--- config.mk ---
export PLATFORM = sky130hd
export DESIGN_NAME = encoder_joint_state_and_command_filter_core
export DESIGN_NICKNAME = d
export VERILOG_FILES = /design/src/rtl/ejscf_pkg.sv /design/src/rtl/encoder_joint_state_and_command_filter_core.sv
export SDC_FILE = /design/constraint.sdc
export NUM_CORES = 2
export LEC_CHECK = 0
export BUFFER_PORTS_ARGS = -buffer_cell sky130_fd_sc_hd__buf_4
export CAP_MARGIN = 0
export CORE_MARGIN = 2
export CORE_UTILIZATION = 52
export CTS_CLUSTER_DIAMETER = 60
export CTS_CLUSTER_SIZE = 16
export DETAILED_ROUTE_END_ITERATION = 10
export PLACE_DENSITY = 0.77
export SYNTH_ARGS = -nofsm -noshare
export SYNTH_HDL_FRONTEND = slang
export SYNTH_SLANG_ARGS = --single-unit
--- constraint.sdc ---
create_clock -name clk -period 17.06 [get_ports clk]
set_input_delay 1.706 -clock clk [delete_from_list [all_inputs] [get_ports clk]]
set_output_delay 1.706 -clock clk [all_outputs]
set_load 0.01 [all_outputs]
--- src/rtl/ejscf_pkg.sv ---
// Shared types, register indexes and saturation helpers for the joint state filter.
package ejscf_pkg;

  localparam int unsigned CfgIdxW   = 3;
  localparam int unsigned CfgDataW  = 48;
  localparam int unsigned MulAW     = 49;
  localparam int unsigned MulBW     = 32;
  localparam int unsigned MulPW     = MulAW + MulBW;
  localparam int unsigned MulCntW   = 6;

  typedef enum logic [CfgIdxW-1:0] {
    REG_JOINT_ENABLE  = 3'd0,
    REG_POS_SCALE     = 3'd1,
    REG_CMD_SCALE     = 3'd2,
    REG_INV_PERIOD    = 3'd3,
    REG_FILTER_ENABLE = 3'd4,
    REG_FILTER_ALPHA  = 3'd5
  } cfg_reg_t;

  localparam logic [16:0] INV_PERIOD_RST = 17'd1000;
  localparam logic [16:0] ALPHA_ONE      = 17'd65536;

  typedef enum logic [3:0] {
    S_IDLE,
    S_POS_LD,
    S_POS_MUL,
    S_VEL_LD,
    S_VEL_MUL,
    S_ACC_LD,
    S_ACC_MUL,
    S_CMD_LD,
    S_CMD_MUL,
    S_FLT_LD,
    S_FLT_MUL,
    S_OUT
  } state_t;

  // Signed result from magnitude and sign, clamped to 32 bits.
  function automatic logic [31:0] sat32_mag(input logic [MulPW-1:0] m, input logic neg);
    logic [31:0] r;
    if (neg) begin
      if (m > MulPW'(64'h8000_0000)) r = 32'h8000_0000;
      else                           r = 32'(-m[31:0]);
    end else begin
      if (m > MulPW'(64'h7fff_ffff)) r = 32'h7fff_ffff;
      else                           r = m[31:0];
    end
    return r;
  endfunction

  // Signed result from magnitude and sign, clamped to 48 bits.
  function automatic logic [47:0] sat48_mag(input logic [MulPW-1:0] m, input logic neg);
    logic [47:0] r;
    if (neg) begin
      if (m > MulPW'(64'h8000_0000_0000)) r = 48'h8000_0000_0000;
      else                                r = 48'(-m[47:0]);
    end else begin
      if (m > MulPW'(64'h7fff_ffff_ffff)) r = 48'h7fff_ffff_ffff;
      else                                r = m[47:0];
    end
    return r;
  endfunction

endpackage

--- src/rtl/encoder_joint_state_and_command_filter_core.sv ---
// Joint state estimator and low-pass command filter built around a bit-serial multiplier.
//
// Input channel (in_valid/in_ready): one transaction per control tick, with an
// optional encoder sample and an optional new command position. Result channel
// (out_valid/out_ready): exactly one transaction per input, carrying position,
// velocity, acceleration and the filtered command in pulses.
// Configuration: write cfg_wdata to register cfg_index while cfg_we is high,
// only while the block is idle.
// All products go through one shared shift-and-add multiplier that retires one
// multiplier bit per cycle: a product is a load, 32 steps and a capture of the
// result, rounded except for velocity and acceleration. A tick runs up to five
// products (position, velocity, acceleration, command scale, filter step): none with
// the joint disabled, one for an unfiltered command-only tick, five for a full filtered tick.
// in_ready is high only while no tick is being computed; one tick is in work at
// a time. The finished result sits in an output register, so a stalled receiver
// holds only that register: the next tick is accepted and computed, and waits
// at the end until the output register frees up.
// Synchronous active-low reset clears the state, loads register defaults
// (period 1000 Hz, alpha 1.0) and arms seeding from the first encoder sample.
module encoder_joint_state_and_command_filter_core
  import ejscf_pkg::*;
(
  input  logic                clk,
  input  logic                rst_n,
  input  logic                in_valid,
  output logic                in_ready,
  input  logic                in_sample_valid,
  input  logic signed [31:0]  in_sample_pulses,
  input  logic                in_command_valid,
  input  logic signed [31:0]  in_command_position,
  output logic                out_valid,
  input  logic                out_ready,
  output logic signed [31:0]  out_position,
  output logic signed [47:0]  out_velocity,
  output logic signed [47:0]  out_acceleration,
  output logic signed [31:0]  out_command_pulses,
  output logic                out_command_issued,
  input  logic                cfg_we,
  input  logic [CfgIdxW-1:0]  cfg_index,
  input  logic [CfgDataW-1:0] cfg_wdata
);

  state_t state_r, state_nxt;

  // configuration
  logic        joint_en_r;
  logic [47:0] pos_scale_r;
  logic [40:0] cmd_scale_r;
  logic [16:0] inv_period_r;
  logic        filt_en_r;
  logic [16:0] alpha_r;

  // state
  logic [31:0] cur_pos_r, last_pos_r, held_r;
  logic [47:0] last_vel_r, cur_acc_r, vel_new_r, memory_r, cmd_val_r;
  logic        awaiting_r, primed_r;

  // latched transaction
  logic        in_cv_r;
  logic [31:0] in_pulses_r, in_cmd_r;

  // serial multiplier
  logic [MulAW-1:0]   mul_a_r;
  logic [MulPW-1:0]   mul_p_r;
  logic               mul_neg_r;
  logic [MulCntW-1:0] cnt_r;
  logic               mul_done;

  // output register
  logic        out_valid_r;
  logic [31:0] out_pos_r, out_cmd_r;
  logic [47:0] out_vel_r, out_acc_r;
  logic        out_iss_r;

  logic               accept, out_free, period_ok, is_load;
  logic signed [48:0] op_a;
  logic signed [32:0] op_b;
  logic [MulAW-1:0]   op_a_mag;
  logic [MulBW-1:0]   op_b_mag;
  logic [31:0]        held_sel;
  logic [16:0]        alpha_clamp;
  logic [49:0]        step_sum;
  logic [MulPW:0]     rnd16, rnd24;
  logic [48:0]        flt_sum;
  logic [47:0]        mem_mag;
  logic [48:0]        mem_rnd;
  logic [31:0]        cmd_out;
  logic               issue_now;

  assign accept      = in_valid && in_ready;
  assign out_free    = !out_valid_r || out_ready;
  assign period_ok   = (inv_period_r != 17'd0);
  assign mul_done    = cnt_r[MulCntW-1];
  assign held_sel    = in_cv_r ? in_cmd_r : held_r;
  assign alpha_clamp = (alpha_r > ALPHA_ONE) ? ALPHA_ONE : alpha_r;

  // next state
  always_comb begin
    state_nxt = state_r;
    unique case (state_r)
      S_IDLE: begin
        if (accept) begin
          if (!joint_en_r)          state_nxt = S_OUT;
          else if (in_sample_valid) state_nxt = S_POS_LD;
          else                      state_nxt = S_CMD_LD;
        end
      end
      S_POS_LD:  state_nxt = S_POS_MUL;
      S_POS_MUL: begin
        if (mul_done) state_nxt = (period_ok && !awaiting_r) ? S_VEL_LD : S_CMD_LD;
      end
      S_VEL_LD:  state_nxt = S_VEL_MUL;
      S_VEL_MUL: if (mul_done) state_nxt = S_ACC_LD;
      S_ACC_LD:  state_nxt = S_ACC_MUL;
      S_ACC_MUL: if (mul_done) state_nxt = S_CMD_LD;
      S_CMD_LD:  state_nxt = awaiting_r ? S_OUT : S_CMD_MUL;
      S_CMD_MUL: begin
        if (mul_done) state_nxt = (filt_en_r && period_ok && primed_r) ? S_FLT_LD : S_OUT;
      end
      S_FLT_LD:  state_nxt = S_FLT_MUL;
      S_FLT_MUL: if (mul_done) state_nxt = S_OUT;
      S_OUT:     if (out_free) state_nxt = S_IDLE;
      default:   state_nxt = S_IDLE;
    endcase
  end

  // state outputs and operand select
  always_comb begin
    in_ready = 1'b0;
    is_load  = 1'b0;
    op_a     = '0;
    op_b     = '0;
    unique case (state_r)
      S_IDLE: in_ready = 1'b1;
      S_POS_LD: begin
        is_load = 1'b1;
        op_a    = {pos_scale_r[47], pos_scale_r};
        op_b    = {in_pulses_r[31], in_pulses_r};
      end
      S_VEL_LD: begin
        is_load = 1'b1;
        op_a    = {{17{cur_pos_r[31]}}, cur_pos_r} - {{17{last_pos_r[31]}}, last_pos_r};
        op_b    = {16'd0, inv_period_r};
      end
      S_ACC_LD: begin
        is_load = 1'b1;
        op_a    = {vel_new_r[47], vel_new_r} - {last_vel_r[47], last_vel_r};
        op_b    = {16'd0, inv_period_r};
      end
      S_CMD_LD: begin
        is_load = !awaiting_r;
        op_a    = {{8{cmd_scale_r[40]}}, cmd_scale_r};
        op_b    = {held_sel[31], held_sel};
      end
      S_FLT_LD: begin
        is_load = 1'b1;
        op_a    = {cmd_val_r[47], cmd_val_r} - {memory_r[47], memory_r};
        op_b    = {16'd0, alpha_clamp};
      end
      default: ;
    endcase
  end

  assign op_a_mag = op_a[48] ? MulAW'(-op_a) : MulAW'(op_a);
  assign op_b_mag = op_b[32] ? MulBW'(-op_b) : MulBW'(op_b);

  // one multiplier bit per cycle: add the multiplicand into the upper half, shift right
  assign step_sum = {1'b0, mul_p_r[MulPW-1:MulBW]} + (mul_p_r[0] ? {1'b0, mul_a_r} : 50'd0);

  assign rnd16 = {1'b0, mul_p_r} + (MulPW+1)'(1 << 15);
  assign rnd24 = {1'b0, mul_p_r} + (MulPW+1)'(1 << 23);

  assign flt_sum = {memory_r[47], memory_r}
                 + (mul_neg_r ? 49'(-rnd16[64:16]) : rnd16[64:16]);

  // command output: memory / 2^16 rounded half away from zero
  assign mem_mag   = memory_r[47] ? 48'(-memory_r) : memory_r;
  assign mem_rnd   = {1'b0, mem_mag} + 49'(1 << 15);
  assign cmd_out   = sat32_mag(MulPW'(mem_rnd[48:16]), memory_r[47]);
  assign issue_now = joint_en_r && !awaiting_r;

  always_ff @(posedge clk) begin
    if (!rst_n) begin
      state_r <= S_IDLE;
    end else begin
      state_r <= state_nxt;
    end
  end

  always_ff @(posedge clk) begin
    if (!rst_n) begin
      joint_en_r   <= 1'b0;
      pos_scale_r  <= '0;
      cmd_scale_r  <= '0;
      inv_period_r <= INV_PERIOD_RST;
      filt_en_r    <= 1'b0;
      alpha_r      <= ALPHA_ONE;
    end else if (cfg_we) begin
      unique case (cfg_index)
        REG_JOINT_ENABLE:  joint_en_r   <= cfg_wdata[0];
        REG_POS_SCALE:     pos_scale_r  <= cfg_wdata[47:0];
        REG_CMD_SCALE:     cmd_scale_r  <= cfg_wdata[40:0];
        REG_INV_PERIOD:    inv_period_r <= cfg_wdata[16:0];
        REG_FILTER_ENABLE: filt_en_r    <= cfg_wdata[0];
        REG_FILTER_ALPHA:  alpha_r      <= cfg_wdata[16:0];
        default: ;
      endcase
    end
  end

  // datapath and joint state
  always_ff @(posedge clk) begin
    if (!rst_n) begin
      cur_pos_r   <= '0;
      last_pos_r  <= '0;
      last_vel_r  <= '0;
      cur_acc_r   <= '0;
      held_r      <= '0;
      memory_r    <= '0;
      awaiting_r  <= 1'b1;
      primed_r    <= 1'b0;
      out_valid_r <= 1'b0;
      cnt_r       <= '0;
    end else begin
      if (out_valid_r && out_ready && (state_r != S_OUT)) out_valid_r <= 1'b0;

      if (accept) begin
        in_cv_r     <= in_command_valid;
        in_pulses_r <= in_sample_pulses;
        in_cmd_r    <= in_command_position;
      end

      if (is_load) begin
        mul_a_r   <= op_a_mag;
        mul_p_r   <= {{MulAW{1'b0}}, op_b_mag};
        mul_neg_r <= op_a[48] ^ op_b[32];
        cnt_r     <= '0;
      end else if (!mul_done) begin
        mul_p_r <= {step_sum, mul_p_r[MulBW-1:1]};
        cnt_r   <= cnt_r + 1'b1;
      end

      unique case (state_r)
        S_POS_MUL: begin
          if (mul_done) begin
            cur_pos_r <= sat32_mag(MulPW'(rnd24[MulPW:24]), mul_neg_r);
            // differencing needs the old last position; hold it until velocity is done
            if (!(period_ok && !awaiting_r)) begin
              last_pos_r <= sat32_mag(MulPW'(rnd24[MulPW:24]), mul_neg_r);
            end
            if (awaiting_r) begin
              held_r     <= sat32_mag(MulPW'(rnd24[MulPW:24]), mul_neg_r);
              awaiting_r <= 1'b0;
            end
          end
        end
        S_VEL_MUL: begin
          if (mul_done) begin
            vel_new_r  <= sat48_mag(mul_p_r, mul_neg_r);
            last_pos_r <= cur_pos_r;
          end
        end
        S_ACC_MUL: begin
          if (mul_done) begin
            cur_acc_r  <= sat48_mag(mul_p_r, mul_neg_r);
            last_vel_r <= vel_new_r;
          end
        end
        S_CMD_LD: held_r <= held_sel;
        S_CMD_MUL: begin
          if (mul_done) begin
            cmd_val_r <= sat48_mag(MulPW'(rnd16[MulPW:16]), mul_neg_r);
            // pass through when bypassed or on the first filtered tick
            if (!(filt_en_r && period_ok && primed_r)) begin
              memory_r <= sat48_mag(MulPW'(rnd16[MulPW:16]), mul_neg_r);
              if (filt_en_r && period_ok) primed_r <= 1'b1;
            end
          end
        end
        S_FLT_MUL: if (mul_done) memory_r <= flt_sum[47:0];
        S_OUT: begin
          if (out_free) begin
            out_valid_r <= 1'b1;
            out_pos_r   <= cur_pos_r;
            out_vel_r   <= last_vel_r;
            out_acc_r   <= cur_acc_r;
            out_cmd_r   <= issue_now ? cmd_out : 32'd0;
            out_iss_r   <= issue_now;
          end
        end
        default: ;
      endcase
    end
  end

  assign out_valid          = out_valid_r;
  assign out_position       = out_pos_r;
  assign out_velocity       = out_vel_r;
  assign out_acceleration   = out_acc_r;
  assign out_command_pulses = out_cmd_r;
  assign out_command_issued = out_iss_r;

endmodule

; ---- After elaboration in Yosys (flattened, before gate mapping)
; Cells that the tools add are included.
[op_classes]
n_lt_le_gt_ge = 9
n_eq_ne = 28
n_reduce_logical = 38
n_addsub = 17
mux = 53
bitwise = 3
[op_table]
columns = op, n
row1 = two-way mux 48 bit, 12
row2 = two-way mux 32 bit, 14
row3 = one-hot mux 49 bit (5 select lines), 1
row4 = negator 48 bit, 4
row5 = one-hot mux 33 bit (4 select lines), 1
row6 = one-hot mux 32 bit (2 select lines), 2
row7 = subtractor 48 x 48 -> 49 bit, 2
row8 = negator 32 bit, 3
row9 = one-hot mux 48 bit (2 select lines), 1
row10 = adder 81 x 16 -> 82 bit (second input constant), 1
row11 = adder 81 x 24 -> 82 bit (second input constant), 1
row12 = > comparator 81 x 47 -> 1 bit (second input constant), 1
row13 = > comparator 81 x 48 -> 1 bit (second input constant), 1
row14 = two-way mux 81 bit, 1
row15 = > comparator 66 x 47 -> 1 bit (second input constant), 1
row16 = > comparator 66 x 48 -> 1 bit (second input constant), 1
row17 = > comparator 58 x 31 -> 1 bit (second input constant), 1
row18 = > comparator 58 x 32 -> 1 bit (second input constant), 1
row19 = adder 49 x 49 -> 50 bit, 1
row20 = adder 48 x 16 -> 49 bit (second input constant), 1
row21 = two-way mux 49 bit, 1
row22 = negator 49 bit, 1
row23 = adder 48 bit, 1
row24 = one-hot mux 4 bit (12 select lines), 1
row25 = other kinds (37), 93
[word_totals]
wordCells = 181
output_inout_bits = 163
regBits = 831
input_bits = 122

; ---- Longest topological paths before layout
[depth]
ltp_word = 7
mapped_depth = 27
mapped_depth_nobuf = 26

; ---- Least setup slack after synthesis
; OpenSTA, ideal clock, no wires.
[synth_timing]
path_kind = input -> register
startpoint = input port rst_n
endpoint = register out_acc_r[0], in the netlist out_acceleration[0] (enable)
stages = 5
t_required_ns = 16.376
setup_time_ns = 0.684
slack_ns = 7.156
t_arrival_ns = 9.220
n_path_buf = 3
cell_sequence = clkbuf_1 -> clkbuf_1 -> clkbuf_1 -> nand2_1 -> nor2_1
[synth_between]
elab_chain_len = 1
[synth_lines]
columns = item, line_no
row1 = start: declaration, encoder_joint_state_and_command_filter_core.sv:24  ; input logic rst_n,
row2 = AND reduction 3 bit (no source line), n/a
row3 = end signal: assignment, encoder_joint_state_and_command_filter_core.sv:286  ; out_acc_r <= cur_acc_r;
row4 = end: declaration, encoder_joint_state_and_command_filter_core.sv:72  ; logic [47:0] out_vel_r, out_acc_r;
; Every way passes these cells.
; A chain may end at the register's enable or synchronous reset.

; ---- Worst setup path after layout
[layout_timing]
startpoint = register mul_p_r[26]
endpoint = register memory_r[45]
[layout_between]
elab_chain_len = 7
elab_cells_between_ends = 14
cone_classes = add/sub: 4 / order compare: 2 / mux: 8
[layout_lines]
columns = item, line_no
row1 = start: declaration, encoder_joint_state_and_command_filter_core.sv:64  ; logic [MulPW-1:0] mul_p_r;
row2 = start signal: assignment, encoder_joint_state_and_command_filter_core.sv:235  ; mul_p_r <= {{MulAW{1'b0}}, op_b_mag};
row3 = start signal: assignment, encoder_joint_state_and_command_filter_core.sv:239  ; mul_p_r <= {step_sum, mul_p_r[MulBW-1:1]};
row4 = adder 81 x 16 -> 82 bit *, encoder_joint_state_and_command_filter_core.sv:170  ; assign rnd16 = {1'b0, mul_p_r} + (MulPW+1)'(1 << 15);
row5 = branches (longest 5 deep; another with negator 48 bit), n/a
row6 = one-hot mux 48 bit (2 select lines) *, encoder_joint_state_and_command_filter_core.sv:243  ; unique case (state_r)
row7 = end signal: assignment, encoder_joint_state_and_command_filter_core.sv:275  ; memory_r <= sat48_mag(MulPW'(rnd16[MulPW:16]), mul_neg_r);
row8 = end signal: assignment, encoder_joint_state_and_command_filter_core.sv:280  ; S_FLT_MUL: if (mul_done) memory_r <= flt_sum[47:0];
row9 = end: declaration, encoder_joint_state_and_command_filter_core.sv:55  ; logic [47:0] last_vel_r, cur_acc_r, vel_new_r, memory_r, cmd_val_r;
; Every way passes the cells marked *. The select of a mux whose other input is x is not followed.

==> impl_metrics.csv <==
group,metric,value,unit
run_status,status,"finished clean",
synthesis,synth_sequential_area_ratio,36.18,%
sta,grt_setup_unrepaired,"no",
sta,period_minus_slack,7.567,ns
route,drt_wl_total,232600,um
sta,slew_headroom,9.675,%
hold_path,tightest_hold_check_type,"reg -> reg",
setup_path,cp-start-kind,"register",
synthesis,postSynthNetCount,7466,
synthesis,synth_mux_area_share,1.689,%
route,final_antenna_net_count,0,
global_route,grt_antenna_before_repair,9,
clock_tree,cts_tree,"yes",
placement,detailedPlacementHpwl,180700,um
global_route,grt_start_max_net_pins,212,
setup_path,required,17.70,ns
route,met2_length,104400,um
floorplan,die_x,339.4,um
sta,drv_slew,0,
clock_tree,clock_latency,0.72,ns
synthesis,synth-compound-area-share,23.38,%
power_and_ir_drop,power.leakage,24.25,nW
finish,fillers,10210,
clock_tree,cts.path.max_buffers,3,
route,drt-vias-per-instance,6.515,
synthesis,syn_avg_cell_area,8.246,um2
finish,multi_input_comb_area,34840,um2
synthesis,synth_top_family_by_area,"compound AO/OA/AOI/OAI gates",
synthesis,yosysUniqueCellTypes,114,
sta,timing_hold_violations_final,0,
setup_path,timing.critical_path.arrival,8.21,ns
power_and_ir_drop,power.ir.vdd_worst,110.4,uV
job,cap_viol_max_count,0,
power_and_ir_drop,total_power,7.340,mW
power_and_ir_drop,power_switching_share,41.26,%
global_route,vias_in_the_first_global_route,52510,
synthesis,synthAdderAreaFrac,5.389,%
global_route,globalRouteTotalUtil,39.03,%
route,detailedRoute.firstPassIterationCount,6,
floorplan,rows,123,
route,top_signal_layer_used,"met5",
clock_tree,clk_pin_slew_worst_paths,0.07,ns
route,drt-met1-wl,89640,um
power_and_ir_drop,switching_power,3.028,mW
power_and_ir_drop,p_clk_share,27.7,%
sta,worst_slew_pin_slew,1.341,ns
clock_tree,post_cts_buffers,0,
power_and_ir_drop,cellInternalPower,4.312,mW
power_and_ir_drop,seqPwrFrac,36.8,%
placement,portBuffers,284,
route,wl_met3,18110,um
sta,tns,0,ns
floorplan,boundaryPins,285,
route,drc,0,
synthesis,synth_xor_area_share,6.253,%
clock_tree,clock_tree.root_cell,"sky130_fd_sc_hd__clkbuf_16",
finish,layout.nets,7489,
synthesis,mappedNetlistArea,58510,um2
synthesis,number_of_flops_mapped_to_enable_cells_by_yosys,453,
floorplan,height_of_the_die,339.4,um
power_and_ir_drop,combinationalPowerShare,35.5,%
placement,gp_congestion,1.035,
setup_path,ff2ff_setup_slack,9.49,ns
sta,skew,0.04381,ns
setup_path,critical_path_class,"reg -> reg",
finish,fraction_of_final_layout_cells_with_drive_strength_greater_than_1,9.358,%
setup_path,worstPathMaxFanout,24,
finish,layout_stage_area_growth_over_the_synthesis_result,10.58,%
clock_tree,post_cts_resized,0,
clock_tree,h-tree-depth,3,
floorplan,placeableCoreArea,112000,um2
sta,max_freq,0.1322,GHz
setup_path,crit_path_end_kind,"register",
synthesis,synthFlopType,"sky130_fd_sc_hd__edfxtp_1",
floorplan,initial_core_utilization,52.22,%
synthesis,synth-async-reset-ratio,0,%
global_route,global_route.overflow_total,0,
power_and_ir_drop,powerDensity,113.5,nW/um2
sta,setup_viol,0,
synthesis,post_synthesis_simple_gate_area_fraction,22.56,%
synthesis,synthesis.instances,7095,
clock_tree,clock_sink_count,831,
clock_tree,cts_hold_buf,0,
route,wl_per_cell,26.74,um
synthesis,synth.yosys.warnings,0,
global_route,grt_first_pass_wirelength,342000,um
sta,final_period_util,44.35,%
clock_tree,cts-buffers-inserted,88,
synthesis,synth-seq-cells,831,
finish,register_area,21170,um2
route,drt-initial-drc-count,6647,
finish,post-route-util,57.74,%
floorplan,die-area,115200,um2
route,vias,56670,
metrics by stage:
step	hold slack, ns	instance area, um2	setup WS (ns)	cells
2_1_floorplan	0.4081	58510	7.156	7095
3_3_place_gp	0.4131	61660	9.738	8528
3_5_place_dp	0.4163	61660	9.683	8528
4_1_cts	0.4313	64680	9.620	8692
5_1_grt	0.4330	64680	8.879	8692
6_report	0.4301	64700	9.493	8698
worst max-delay path, stage by stage (launching register included):
cell and delay [ns]:
sky130_fd_sc_hd__edfxtp_1 0.92, sky130_fd_sc_hd__nand4_1 0.58, sky130_fd_sc_hd__or4_1 0.87, sky130_fd_sc_hd__or3_1 0.61, sky130_fd_sc_hd__xor2_1 0.46, sky130_fd_sc_hd__nand3_1 0.17, sky130_fd_sc_hd__nor3_1 0.41, sky130_fd_sc_hd__nor2b_1 0.47
sky130_fd_sc_hd__nor2_1 0.10, sky130_fd_sc_hd__xnor2_1 0.15, sky130_fd_sc_hd__ha_1 0.38, sky130_fd_sc_hd__a21o_1 0.22, sky130_fd_sc_hd__a21o_1 0.18, sky130_fd_sc_hd__a21o_1 0.19, sky130_fd_sc_hd__a21o_1 0.18, sky130_fd_sc_hd__a221o_1 0.36
sky130_fd_sc_hd__a21oi_1 0.20, sky130_fd_sc_hd__a21oi_1 0.09, sky130_fd_sc_hd__nor2_1 0.20, sky130_fd_sc_hd__o21ai_0 0.24, sky130_fd_sc_hd__a211oi_1 0.31, sky130_fd_sc_hd__a41oi_1 0.06, sky130_fd_sc_hd__a21oi_1 0.15
synth_stat cells, types with 83 or more instances:
cell type | number | share of area [%]
sky130_fd_sc_hd__a21oi_1 | 497 | 4.3
sky130_fd_sc_hd__inv_1 | 253 | 1.6
sky130_fd_sc_hd__nor2_1 | 552 | 3.5
sky130_fd_sc_hd__ha_1 | 244 | 5.2
sky130_fd_sc_hd__nor4_1 | 83 | 0.89
sky130_fd_sc_hd__dfxtp_1 | 378 | 13
sky130_fd_sc_hd__a21o_1 | 141 | 1.8
sky130_fd_sc_hd__xor2_1 | 157 | 2.4
sky130_fd_sc_hd__nand2_1 | 1027 | 6.6
sky130_fd_sc_hd__a21boi_0 | 213 | 2.7
sky130_fd_sc_hd__clkbuf_1 | 364 | 2.3
sky130_fd_sc_hd__nor3_1 | 170 | 1.5
sky130_fd_sc_hd__edfxtp_1 | 453 | 23
sky130_fd_sc_hd__o21ai_0 | 458 | 3.9
sky130_fd_sc_hd__nand4_1 | 139 | 1.5
sky130_fd_sc_hd__nand3_1 | 204 | 1.7
sky130_fd_sc_hd__and2_1 | 90 | 0.96
sky130_fd_sc_hd__xnor2_1 | 257 | 3.8
worst paths after layout:
check           startpoint              endpoint  depth (start not counted)
max            mul_p_r[26]          memory_r[45]                         22
min reg2reg  cur_acc_r[35]  out_acceleration[35]                          0
max reg2reg    mul_p_r[26]          memory_r[45]                         22
min          cur_acc_r[35]  out_acceleration[35]                          0
kinds of logic after synthesis:
| family | count (synthesis) |
|---|---|
| buffers and inverters | 694 |
| flip-flops | 831 |
| XOR/XNOR | 416 |
| AND/OR/NAND/NOR | 2738 |
| AO/OA/AOI/OAI | 2072 |
| multiplexers | 95 |
| adder cells (fa/ha/maj) | 249 |
flip-flops by register name, indices dropped and copies added (netlist names), 41 cells and up:
signal            flops
mul_p_r              81
mul_a_r              49
cmd_val_r            48
cur_acc_r            48
last_vel_r           48
memory_r             48
out_acceleration     48
out_velocity         48
pos_scale_r          48
vel_new_r            48
cmd_scale_r          41
per-layer routing:
| layer | vias to the layer above | track usage, % |
|---|---|---|
| li1 | 25960 | - |
| met1 | 27110 | 48.34 |
| met2 | 2922 | 61.91 |
| met3 | 675 | 5.976 |
| met4 | 4 | 28.65 |
| met5 | - | 0 |
cell type report:
class / count / area share, %
antenna: 6 / 0.02321
tap: 1500 / 2.901
multi-input combinational: 5570 / 53.85
sequential: 831 / 32.72
timing repair buffer: 371 / 4.336
inverter: 256 / 1.485
clock inverter: 49 / 0.9863
clock buffer: 115 / 3.690
power groups by stage:
stage | Combinational, mW | Clock, mW | Sequential [mW]
CTS | 2.54 | 2.05 | 2.68
floorplan | 1.87 | 0 | 2.49
global route | 2.81 | 2.12 | 2.72
finish | 2.61 | 2.03 | 2.70
detailed placement | 2.53 | 0 | 2.72
global placement | 2.51 | 0 | 2.72
cells in the final DEF, fill, tap and decap left out, types with 39 or more instances in the layout:
master	count
sky130_fd_sc_hd__a211oi_1	57
sky130_fd_sc_hd__a21boi_0	212
sky130_fd_sc_hd__a21o_1	141
sky130_fd_sc_hd__a21oi_1	496
sky130_fd_sc_hd__a22oi_1	43
sky130_fd_sc_hd__a31oi_1	81
sky130_fd_sc_hd__and2_1	87
sky130_fd_sc_hd__and3_1	79
sky130_fd_sc_hd__buf_4	369
sky130_fd_sc_hd__clkbuf_16	91
sky130_fd_sc_hd__dfxtp_1	377
sky130_fd_sc_hd__edfxtp_1	453
sky130_fd_sc_hd__ha_1	244
sky130_fd_sc_hd__inv_1	252
sky130_fd_sc_hd__mux2i_1	74
sky130_fd_sc_hd__nand2_1	1027
sky130_fd_sc_hd__nand2b_1	55
sky130_fd_sc_hd__nand3_1	199
sky130_fd_sc_hd__nand4_1	139
sky130_fd_sc_hd__nor2_1	548
sky130_fd_sc_hd__nor2b_1	40
sky130_fd_sc_hd__nor3_1	166
sky130_fd_sc_hd__nor3b_1	39
sky130_fd_sc_hd__nor4_1	82
sky130_fd_sc_hd__o211a_1	47
sky130_fd_sc_hd__o211ai_1	56
sky130_fd_sc_hd__o21a_1	55
sky130_fd_sc_hd__o21ai_0	458
sky130_fd_sc_hd__o21bai_1	47
sky130_fd_sc_hd__or3_1	68
sky130_fd_sc_hd__xnor2_1	257
sky130_fd_sc_hd__xor2_1	157
Note: power is estimated with default switching activity, not from simulation.
